===== config.mk =====
export PLATFORM = sky130hd
export DESIGN_NAME = positional_list_insert_delete
export DESIGN_NICKNAME = d
export VERILOG_FILES = /design/src/design/plid_pkg.sv /design/src/design/positional_list_insert_delete.sv
export VERILOG_INCLUDE_DIRS = /design/src /design/src/design
export SDC_FILE = /design/constraint.sdc
export NUM_CORES = 1
export LEC_CHECK = 0
export BUFFER_PORTS_ARGS = -buffer_cell sky130_fd_sc_hd__buf_2
export CAP_MARGIN = 20
export CORE_MARGIN = 5
export CORE_UTILIZATION = 55
export DETAILED_ROUTE_END_ITERATION = 12
export GPL_ROUTABILITY_DRIVEN = 0
export PLACE_DENSITY = 0.72
export SYNTH_ARGS = -nofsm -noshare
export SYNTH_HDL_FRONTEND = slang
export SYNTH_SLANG_ARGS = --single-unit

===== constraint.sdc =====
create_clock -name clk -period 4.1 [get_ports clk]
set_input_delay 0.82 -clock clk [delete_from_list [all_inputs] [get_ports clk]]
set_output_delay 0.82 -clock clk [all_outputs]
set_load 0.03 [all_outputs]

===== src/design/positional_list_insert_delete_assert.svh =====
// Assertion macros for the positional list block.
`ifndef POSITIONAL_LIST_INSERT_DELETE_ASSERT_SVH
`define POSITIONAL_LIST_INSERT_DELETE_ASSERT_SVH

// cond must hold at every clock edge out of reset
`define PLID_ASSERT_ALWAYS(lbl, cond, msg) \
	lbl: assert property (@(posedge clk) disable iff (!arst_n) (cond)) else $error(msg);

// cons must hold in the cycle after ante
`define PLID_ASSERT_NEXT(lbl, ante, cons, msg) \
	lbl: assert property (@(posedge clk) disable iff (!arst_n) (ante) |=> (cons)) \
		else $error(msg);

`endif


===== src/design/plid_pkg.sv =====
// Types and constants shared by the positional list block.
package plid_pkg;

	localparam int unsigned WORD_W    = 32;
	localparam int unsigned POS_W     = 5;
	localparam int unsigned CNT_OUT_W = 5;
	localparam int unsigned KIND_W    = 2;
	localparam int unsigned S_DATA_W  = 40;
	localparam int unsigned M_DATA_W  = 40;

	localparam logic [KIND_W-1:0] REQ_INSERT = 2'd0;
	localparam logic [KIND_W-1:0] REQ_DELETE = 2'd1;
	localparam logic [KIND_W-1:0] REQ_READ   = 2'd2;

	typedef enum logic [2:0] {
		ST_IDLE,
		ST_SHIFT_RD,
		ST_SHIFT_WR,
		ST_INS_WR,
		ST_READ,
		ST_DONE
	} state_t;

endpackage


===== src/design/positional_list_insert_delete.sv =====
// Positional list: ordered word store with insert, delete and read at a position.
// One request at a time; s_tready is high only while the sequencer is idle.
// A read passes ST_READ, then ST_DONE; a refused or unknown request goes straight to ST_DONE.
// Insert shifts entries up from the position, then writes the value; delete shifts those above it down.
// Each moved entry takes a read and a write state; s_tready returns as m_tvalid rises.
// Reset (arst_n low) empties the list and drops m_tvalid; store contents are not cleared.
`include "positional_list_insert_delete_assert.svh"

module positional_list_insert_delete #(
	parameter int DEPTH = 16
) (
	input  logic                           clk,
	input  logic                           arst_n,
	input  logic                           s_tvalid,
	output logic                           s_tready,
	input  logic [plid_pkg::S_DATA_W-1:0]  s_tdata,  // position[4:0], value[36:5], zero pad
	input  logic [plid_pkg::KIND_W-1:0]    s_tuser,  // req_type[1:0]
	output logic                           m_tvalid,
	input  logic                           m_tready,
	output logic [plid_pkg::M_DATA_W-1:0]  m_tdata,  // read_value[31:0], count[36:32], zero pad
	output logic [0:0]                     m_tuser   // ok[0]
);

	localparam int AW   = (DEPTH > 1) ? $clog2(DEPTH) : 1;
	localparam int CW   = $clog2(DEPTH + 1);
	localparam int CMPW = (CW > plid_pkg::POS_W) ? CW : plid_pkg::POS_W;

	plid_pkg::state_t state_q, state_d;

	logic [plid_pkg::WORD_W-1:0] mem [DEPTH];
	logic [plid_pkg::WORD_W-1:0] rd_data_q;

	logic [CW-1:0]                 cnt_q;
	logic [CW-1:0]                 idx_q;
	logic [CW-1:0]                 pos_q;
	logic [plid_pkg::KIND_W-1:0]   kind_q;
	logic [plid_pkg::WORD_W-1:0]   value_q;
	logic                          ok_q;

	logic                          m_tvalid_q;
	logic                          m_ok_q;
	logic [plid_pkg::WORD_W-1:0]   m_rd_q;
	logic [plid_pkg::CNT_OUT_W-1:0] m_cnt_q;

	logic                          s_xfer;
	logic [plid_pkg::KIND_W-1:0]   kind_in;
	logic [CMPW-1:0]               pos_ext;
	logic [CMPW-1:0]               cnt_ext;
	logic                          ins_ok, del_ok, rd_ok, req_ok;
	logic [CW-1:0]                 step_idx;
	logic                          mem_we, mem_re;
	logic [AW-1:0]                 mem_waddr, mem_raddr;
	logic [plid_pkg::WORD_W-1:0]   mem_wdata;
	logic                          out_ld;
	logic [CW-1:0]                 cnt_new;
	logic [CMPW-1:0]               cnt_new_ext;

	assign s_tready = (state_q == plid_pkg::ST_IDLE);
	assign s_xfer   = s_tvalid && s_tready;
	assign kind_in  = s_tuser;
	assign pos_ext  = CMPW'(s_tdata[plid_pkg::POS_W-1:0]);
	assign cnt_ext  = CMPW'(cnt_q);

	// range checks on the incoming request
	assign ins_ok = (pos_ext <= cnt_ext) && (cnt_ext < CMPW'(DEPTH));
	assign del_ok = (pos_ext < cnt_ext);
	assign rd_ok  = (pos_ext < cnt_ext);

	always_comb begin
		case (kind_in)
			plid_pkg::REQ_INSERT: req_ok = ins_ok;
			plid_pkg::REQ_DELETE: req_ok = del_ok;
			plid_pkg::REQ_READ:   req_ok = rd_ok;
			default:              req_ok = 1'b0;
		endcase
	end

	// shared cursor step: down for insert, up for delete
	assign step_idx = (kind_q == plid_pkg::REQ_INSERT) ? (idx_q - CW'(1)) : (idx_q + CW'(1));

	assign out_ld = (state_q == plid_pkg::ST_DONE) && (!m_tvalid_q || m_tready);

	always_comb begin
		case (kind_q)
			plid_pkg::REQ_INSERT: cnt_new = ok_q ? (cnt_q + CW'(1)) : cnt_q;
			plid_pkg::REQ_DELETE: cnt_new = ok_q ? (cnt_q - CW'(1)) : cnt_q;
			default:              cnt_new = cnt_q;
		endcase
	end
	assign cnt_new_ext = CMPW'(cnt_new);

	// sequencer
	always_ff @(posedge clk or negedge arst_n) begin
		if (!arst_n) begin
			state_q <= plid_pkg::ST_IDLE;
		end else begin
			state_q <= state_d;
		end
	end

	always_comb begin
		state_d   = state_q;
		mem_we    = 1'b0;
		mem_re    = 1'b0;
		mem_waddr = idx_q[AW-1:0];
		mem_raddr = step_idx[AW-1:0];
		mem_wdata = rd_data_q;
		unique case (state_q)
			plid_pkg::ST_IDLE: begin
				if (s_xfer) begin
					if (!req_ok) begin
						state_d = plid_pkg::ST_DONE;
					end else begin
						case (kind_in)
							plid_pkg::REQ_INSERT: begin
								state_d = (pos_ext == cnt_ext) ? plid_pkg::ST_INS_WR
									: plid_pkg::ST_SHIFT_RD;
							end
							plid_pkg::REQ_DELETE: begin
								state_d = ((pos_ext + CMPW'(1)) < cnt_ext)
									? plid_pkg::ST_SHIFT_RD : plid_pkg::ST_DONE;
							end
							default: state_d = plid_pkg::ST_READ;
						endcase
					end
				end
			end
			plid_pkg::ST_SHIFT_RD: begin
				mem_re  = 1'b1;
				state_d = plid_pkg::ST_SHIFT_WR;
			end
			plid_pkg::ST_SHIFT_WR: begin
				mem_we = 1'b1;
				if (kind_q == plid_pkg::REQ_INSERT) begin
					state_d = (step_idx == pos_q) ? plid_pkg::ST_INS_WR
						: plid_pkg::ST_SHIFT_RD;
				end else begin
					state_d = ((step_idx + CW'(1)) < cnt_q) ? plid_pkg::ST_SHIFT_RD
						: plid_pkg::ST_DONE;
				end
			end
			plid_pkg::ST_INS_WR: begin
				mem_we    = 1'b1;
				mem_waddr = pos_q[AW-1:0];
				mem_wdata = value_q;
				state_d   = plid_pkg::ST_DONE;
			end
			plid_pkg::ST_READ: begin
				mem_re    = 1'b1;
				mem_raddr = pos_q[AW-1:0];
				state_d   = plid_pkg::ST_DONE;
			end
			plid_pkg::ST_DONE: begin
				if (out_ld) begin
					state_d = plid_pkg::ST_IDLE;
				end
			end
			default: state_d = plid_pkg::ST_IDLE;
		endcase
	end

	// list store, registered read
	always_ff @(posedge clk) begin
		if (mem_we) begin
			mem[mem_waddr] <= mem_wdata;
		end
		if (mem_re) begin
			rd_data_q <= mem[mem_raddr];
		end
	end

	// request context and cursor
	always_ff @(posedge clk) begin
		if (s_xfer) begin
			kind_q  <= kind_in;
			pos_q   <= pos_ext[CW-1:0];
			value_q <= s_tdata[plid_pkg::POS_W +: plid_pkg::WORD_W];
			ok_q    <= req_ok;
			idx_q   <= (kind_in == plid_pkg::REQ_INSERT) ? cnt_q : pos_ext[CW-1:0];
		end else if (state_q == plid_pkg::ST_SHIFT_WR) begin
			idx_q <= step_idx;
		end
	end

	always_ff @(posedge clk or negedge arst_n) begin
		if (!arst_n) begin
			cnt_q <= '0;
		end else if (out_ld) begin
			cnt_q <= cnt_new;
		end
	end

	// output register
	always_ff @(posedge clk or negedge arst_n) begin
		if (!arst_n) begin
			m_tvalid_q <= 1'b0;
		end else if (out_ld) begin
			m_tvalid_q <= 1'b1;
		end else if (m_tready) begin
			m_tvalid_q <= 1'b0;
		end
	end

	always_ff @(posedge clk) begin
		if (out_ld) begin
			m_ok_q  <= ok_q;
			m_rd_q  <= (ok_q && (kind_q == plid_pkg::REQ_READ)) ? rd_data_q : '0;
			m_cnt_q <= cnt_new_ext[plid_pkg::CNT_OUT_W-1:0];
		end
	end

	assign m_tvalid = m_tvalid_q;
	assign m_tuser  = m_ok_q;
	assign m_tdata  = {3'b000, m_cnt_q, m_rd_q};

	`PLID_ASSERT_ALWAYS(a_cnt_bound, cnt_q <= CW'(DEPTH), "entry count above depth")
	`PLID_ASSERT_NEXT(a_cnt_hold, state_q != plid_pkg::ST_DONE, $stable(cnt_q),
		"count moved outside done")
	`PLID_ASSERT_NEXT(a_busy_after_xfer, s_xfer, !s_tready, "ready held after input transfer")
	`PLID_ASSERT_ALWAYS(a_shift_idx,
		(state_q != plid_pkg::ST_SHIFT_WR) || (idx_q < CW'(DEPTH)), "shift cursor out of range")

endmodule


==> results.toml, run 1 <==
[sta]
layout_setup_ws_ps = 414
fin_skew_ps = 20.2
report.final.hold_viol_count = 0
final.setup.tns_ps = 0
slew_limit_fails = 0
report.final.setup_viol = 0
relative_slew_slack_pct = 26.9
max_clock_freq_mhz = 271
final_worst_path_period_share_pct = 89.9
min_period_ps = 3690
worstMarginPinSlew_ps = 1100
setup_repair_after_global_routing_missed_its_margin = "no"
worst_hold_slack_ps = 46.2

[worst_setup_path]
timing.critical_path.fanout_max = 23
rr_startpoint = "kind_q[1]"
cp_capture_type = "flop"
crit_path_start_kind = "flop"
worstRegToRegCells = 11
setup.reg_to_reg.worst_slack_ps = 410
critical_path_class = "flop to flop"
timing.rr.end = "rd_data_q[1]"
timing.critical_path.arrival_ps = 4050
critical_path.slowest_cell = "edfxtp_1"
path_cells = "or2_1 > xnor2_1 > ha_1 > nor4_1 > a21oi_2 > xnor2_2 > a21boi_4 > buf_4 > mux4_2 > a22oi_1 > nand2_1"
required_time_of_the_critical_path_ps = 4460
slowest_delay_ps = 440

[power]
cellPowerDensity_nw_per_um2 = 823
power.share.combinational_pct = 36.4
p_sw_mw = 7.76
power_frac_clock_pct = 23.6
power.internal_mw = 15.8
cellLeakagePower_nw = 9.43
switching_share_pct = 32.9
fraction_of_power_consumed_by_sequential_logic_pct = 39.9
irDropWorstVdd_mv = 0.567

[logic_synthesis]
synthesis.instances = 1209
ys.flop_type = "edfxtp_1"
synth_edf_count = 627
synth-seq-cells = 636
synthesis.area_um2 = 25200
ys.warnings.count = 0
synth-async-reset-ratio_pct = 1.42
part_of_the_yosys_area_used_for_sequential_elements_pct = 75.5
mean_area_per_synthesized_cell_um2 = 20.9
netlist-cell-type-count = 59

[die]
die_area_um2 = 50300
dieHeight_um = 224
chipWidth_um = 224
number_of_placement_rows = 78
core-area_um2 = 45400
floorplan.initialDensity_pct = 55.6
pin_count = 89

[cts]
cts_hold_buf = 0
cts_sinks = 636
post_cts_resized = 0
cts_root_buf = "clkbuf_16"
max-clock-path-buffers = 3
clkSlewWorstSetupHoldPaths_ps = 60
worstSkewPairLatency_ps = 630
cts_post_setup_buffers_inserted = 0
cts_tree = "built"
htreeDepth = 2
cts-buffers-inserted = 61

[layout]
final_cell_mix = "edfxtp_1 (627), mux4_2 (97), buf_2 (82)"
syn2layout_area_growth_pct = 13.5
fill_cells = 3045
multi_input_area_um2 = 5890
register_area_um2 = 19100
post_route_cells_drive_above_1_share_pct = 28.9
final_cell_area_um2 = 28600
antennaDiodeCount = 0
utilization_of_the_core_after_routing_pct = 63.1
nets = 1396
layout.cells.most_common = "edfxtp_1"

[detailed_routing]
dr.first_iter.drc_count = 1095
finalWirelength_um = 51500
antenna_violating_nets_post_route = 0
drt_first_pass_iters = 5
routedWlPerCell_um = 26.1
drc_viols = 0
via_count = 12000
routed_vias_inst = 6.06

[placed_design]
place_area_um2 = 26600
worst_slack_at_placement_ps = 455
buffer_ports.inserted = 82
detailed_place_hpwl_um = 28000

[flow_run]
max_cap_viol_count = 0

[grt]
antenna_violations_before_repair = 1
grt_pass1_wl_um = 76900
globalRoute.totalOverflow = 0
grt_pass1_vias = 12200
grt_start_max_net_pins = 60
grtUsageTotal_pct = 20.6

[outcome]
status = "completed"

[min_path]
min-delay-path-class = "input pin to async pin"
## state kept, by name, indices dropped and copies added, names as in the netlist, 2 cells and up
signal	cells
cnt_ext	5
idx_q	5
kind_q	2
m_cnt_q	5
m_rd_q	32
mem	512
pos_q	5
rd_data_q	32
state_q	3
value_q	32
## how the worst max path moves through the flow
stage / cells after the start / slack, ps / endpoint / startpoint
after detailed placement: 11 / 450 / rd_data_q[1] / kind_q[1]
after floorplan: 7 / 790 / mem[8][0] / state_q[1]
final: 11 / 410 / rd_data_q[1] / kind_q[1]
after CTS: 11 / 430 / rd_data_q[1] / kind_q[1]
after global placement: 11 / 510 / rd_data_q[2] / kind_q[1]
after global routing: 11 / 230 / rd_data_q[1] / kind_q[1]
## worst max-delay path, delay by kind of cell, from the launching register on
family | cells | cell delay, ps
xor gates and xnor gates | 2 | 470
adders and majority gates | 1 | 250
muxes | 1 | 370
DFF | 1 | 440
AOI/OAI and AO/OA | 3 | 680
and+or+nand+nor | 3 | 810
buffers and inverters | 1 | 390
## cells by family (layout without fill, tap and decap cells)
logic type	after synthesis	in the layout	share of synthesized area (%)
adder cells (fa/ha/maj)	22	22	1.09
flip-flops	636	636	75.5
AND/OR/NAND/NOR	159	159	3.13
multiplexers	168	168	13.7
other	1	3	0.0149
XOR/XNOR	26	26	0.962
AO/OA/AOI/OAI	114	114	3.78
buffers and inverters	83	248	1.87
## metal layers
layer / global-route usage (%) / wire, µm / share of wire (%) / vias up
li1: - / - / - / 5215
met1: 29.0 / 21500 / 42 / 6322
met2: 34.3 / 26000 / 51 / 368
met3: 3.54 / 3110 / 6.0 / 61
met4: 5.40 / 908 / 1.8 / 0
met5: 0 / 0 / 0 / -
## through the flow
step / power, mW / cells
finish: 23.6 / 1976
global route: 24.7 / 1976
CTS: 23.8 / 1975
detailed placement: 18.2 / 1864
global placement: 18.0 / 1863
floorplan: 15.8 / 1211
## area by class of cell
| class | count | area share (%) |
|---|---|---|
| clock inverter | 37 | 1.42 |
| inverter | 16 | 0.210 |
| tap | 600 | 2.62 |
| sequential | 636 | 66.5 |
| multi-input combinational | 492 | 20.6 |
| timing repair buffer | 121 | 3.15 |
| clock buffer | 74 | 5.50 |
## synthesized netlist by cell type (all sizes together), types with 3 or more instances
master  instances  share of area (%)
clkbuf         23               0.35
xor2            5               0.17
a22oi          62                2.4
and2           34               0.85
o21ai          17               0.35
o22ai           3              0.074
nand2b          5               0.12
nor2           31               0.46
dfrtp           9               0.89
mux2           34                1.5
ha             22                1.1
nand4           3              0.074
a31oi           4              0.099
nor2b           5               0.12
buf            44                1.3
mux4          128                 12
mux2i           6               0.24
inv            16               0.24
nand3           8               0.16
nor3b           5               0.17
nand2          54               0.80
xnor2          21               0.79
edfxtp        627                 75
a21oi          11               0.23
nor3            5              0.099
## power groups by stage
stage	Sequential, mW	Combinational (mW)	Clock [mW]
final	9.41	8.58	5.57
after global routing	9.47	9.32	5.95
after CTS	9.41	8.71	5.68
after detailed placement	9.54	8.68	0
after global placement	9.51	8.48	0
after floorplan	9.55	6.30	0
Power figures use the tool's default switching activity.
==> run 2, diff against run 1 <==
Clock period 4.1 ns to 4.6 ns, I/O delays scaled along.
==> run 2 against run 1 <==
Effect of this change:
- die area unchanged
- cell count about the same
- global-route usage increased by 0.34 points
- sequential power decreased by 10%
- largest cell class unchanged
==> results.toml, run 2 (same netlist as run 1, synthesis figures left out) <==
[outcome]
status = "completed"

[cts]
cts_root_buf = "clkbuf_16"
clkSlewWorstSetupHoldPaths_ps = 60
max-clock-path-buffers = 3
cts_tree = "built"
post_cts_resized = 0
cts-buffers-inserted = 61
cts_sinks = 636
htreeDepth = 2
cts_hold_buf = 0
worstSkewPairLatency_ps = 620
cts_post_setup_buffers_inserted = 0

[power]
irDropWorstVdd_mv = 0.622
p_sw_mw = 6.89
power.share.combinational_pct = 36.0
power.internal_mw = 14.1
power_frac_clock_pct = 23.9
fraction_of_power_consumed_by_sequential_logic_pct = 40.1
fin_total_pwr_mw = 21.0
cellLeakagePower_nw = 9.41
cellPowerDensity_nw_per_um2 = 735
switching_share_pct = 32.8

[sta]
report.final.hold_viol_count = 0
fin_skew_ps = 23.7
layout_setup_ws_ps = 755
slew_limit_fails = 0
final.setup.tns_ps = 0
report.final.setup_viol = 0
final_worst_path_period_share_pct = 83.6
relative_slew_slack_pct = 30.0
min_period_ps = 3850
worstMarginPinSlew_ps = 1050
worst_hold_slack_ps = 165
setup_repair_after_global_routing_missed_its_margin = "no"
max_clock_freq_mhz = 260

[die]
chipWidth_um = 224
core-area_um2 = 45400
dieHeight_um = 224
number_of_placement_rows = 78
pin_count = 89
floorplan.initialDensity_pct = 55.6
die_area_um2 = 50300

[worst_setup_path]
cp_capture_type = "flop"
setup.reg_to_reg.worst_slack_ps = 750
critical_path.slowest_cell = "edfxtp_1"
critical_path_class = "flop to flop"
timing.critical_path.fanout_max = 78
path_cells = "or2_1 > xnor2_1 > ha_1 > nor4_1 > a21oi_2 > xnor2_2 > a21boi_4 > buf_12 > mux4_2 > a22oi_2 > nand2_1"
required_time_of_the_critical_path_ps = 4960
slowest_delay_ps = 560
timing.critical_path.arrival_ps = 4210
crit_path_start_kind = "flop"

[detailed_routing]
routedWlPerCell_um = 26.3
antenna_violating_nets_post_route = 0
drt_first_pass_iters = 5
dr.first_iter.drc_count = 968
routed_vias_inst = 6.09
via_count = 12000
finalWirelength_um = 52000
drc_viols = 0

[layout]
antennaDiodeCount = 0
utilization_of_the_core_after_routing_pct = 62.9
fill_cells = 3037
largest_register_ffs = 512
final_cell_mix = "edfxtp_1 (627), mux4_2 (97), buf_2 (84)"
nets = 1397
syn2layout_area_growth_pct = 13.2
layout.cells.most_common = "edfxtp_1"
post_route_cells_drive_above_1_share_pct = 29.1
largest-register = "mem"

[placed_design]
worst_slack_at_placement_ps = 813
buffer_ports.inserted = 82
detailed_place_hpwl_um = 27800

[grt]
grtUsageTotal_pct = 21.0
grt_start_max_net_pins = 79
globalRoute.totalOverflow = 0
antenna_violations_before_repair = 0
grt_pass1_wl_um = 78800
grt_pass1_vias = 12500

[min_path]
min-delay-path-class = "input pin to async pin"

[flow_run]
max_cap_viol_count = 0
[run 2: changes by cell type in the layout (fill, tap and decap cells not counted), sizes merged]
cell / before / now
bufinv: 8 / 9
buf: 121 / 122
inv: 19 / 16
clkinvlp: 1 / 4
clkinv: 25 / 22
[run 2: metal layers]
layer,vias up,track usage (%),routed length (µm)
met5,-,0,0
met4,0,5.03,1020
met3,85,3.29,3450
met2,417,34.8,25900
met1,6307,30.0,21600
li1,5210,-,-
[run 2: path summary, 6_finish.rpt]
check,cells past startpoint,startpoint,endpoint
min in group clk,1,s_tdata[34],value_q[29]
worst max register to register,11,kind_q[0],rd_data_q[14]
worst min-delay path,1,arst_n,m_tvalid
worst min register to register,1,cnt_ext[4],cnt_ext[4]
worst max-delay path,11,kind_q[0],rd_data_q[14]
max in group asynchronous,1,arst_n,state_q[0]
[run 2: through the flow]
step	area, µm²	cells
detailed placement	26500	1865
CTS	28500	1974
global route	28600	1975
global placement	26500	1863
finish	28600	1975
floorplan	25200	1211
[run 2: power groups by stage]
| stage | logic, mW | registers, mW | clock network (mW) |
|---|---|---|---|
| after floorplan | 5.62 | 8.51 | 0 |
| after global placement | 7.44 | 8.51 | 0 |
| after detailed placement | 7.63 | 8.53 | 0 |
| after CTS | 7.67 | 8.43 | 5.11 |
| after global routing | 8.18 | 8.48 | 5.36 |
| final | 7.55 | 8.43 | 5.02 |
[run 2: final cells by class]
class / count / area, µm² / area share (%)
timing repair buffer: 122 / 806 / 2.82
clock buffer: 74 / 1600 / 5.59
clock inverter: 35 / 409 / 1.43
tap: 600 / 751 / 2.63
sequential: 636 / 19100 / 66.7
multi-input combinational: 492 / 5890 / 20.6
inverter: 16 / 60.1 / 0.210
[run 2: critical path: cells and delay by family (launching register included)]
family,cells,cell delay [ps]
AO/OA/AOI/OAI,3,610
XOR/XNOR,2,490
adder cells (fa/ha/maj),1,270
buffers and inverters,1,430
flip-flops,1,560
multiplexers,1,390
AND/OR/NAND/NOR,3,800
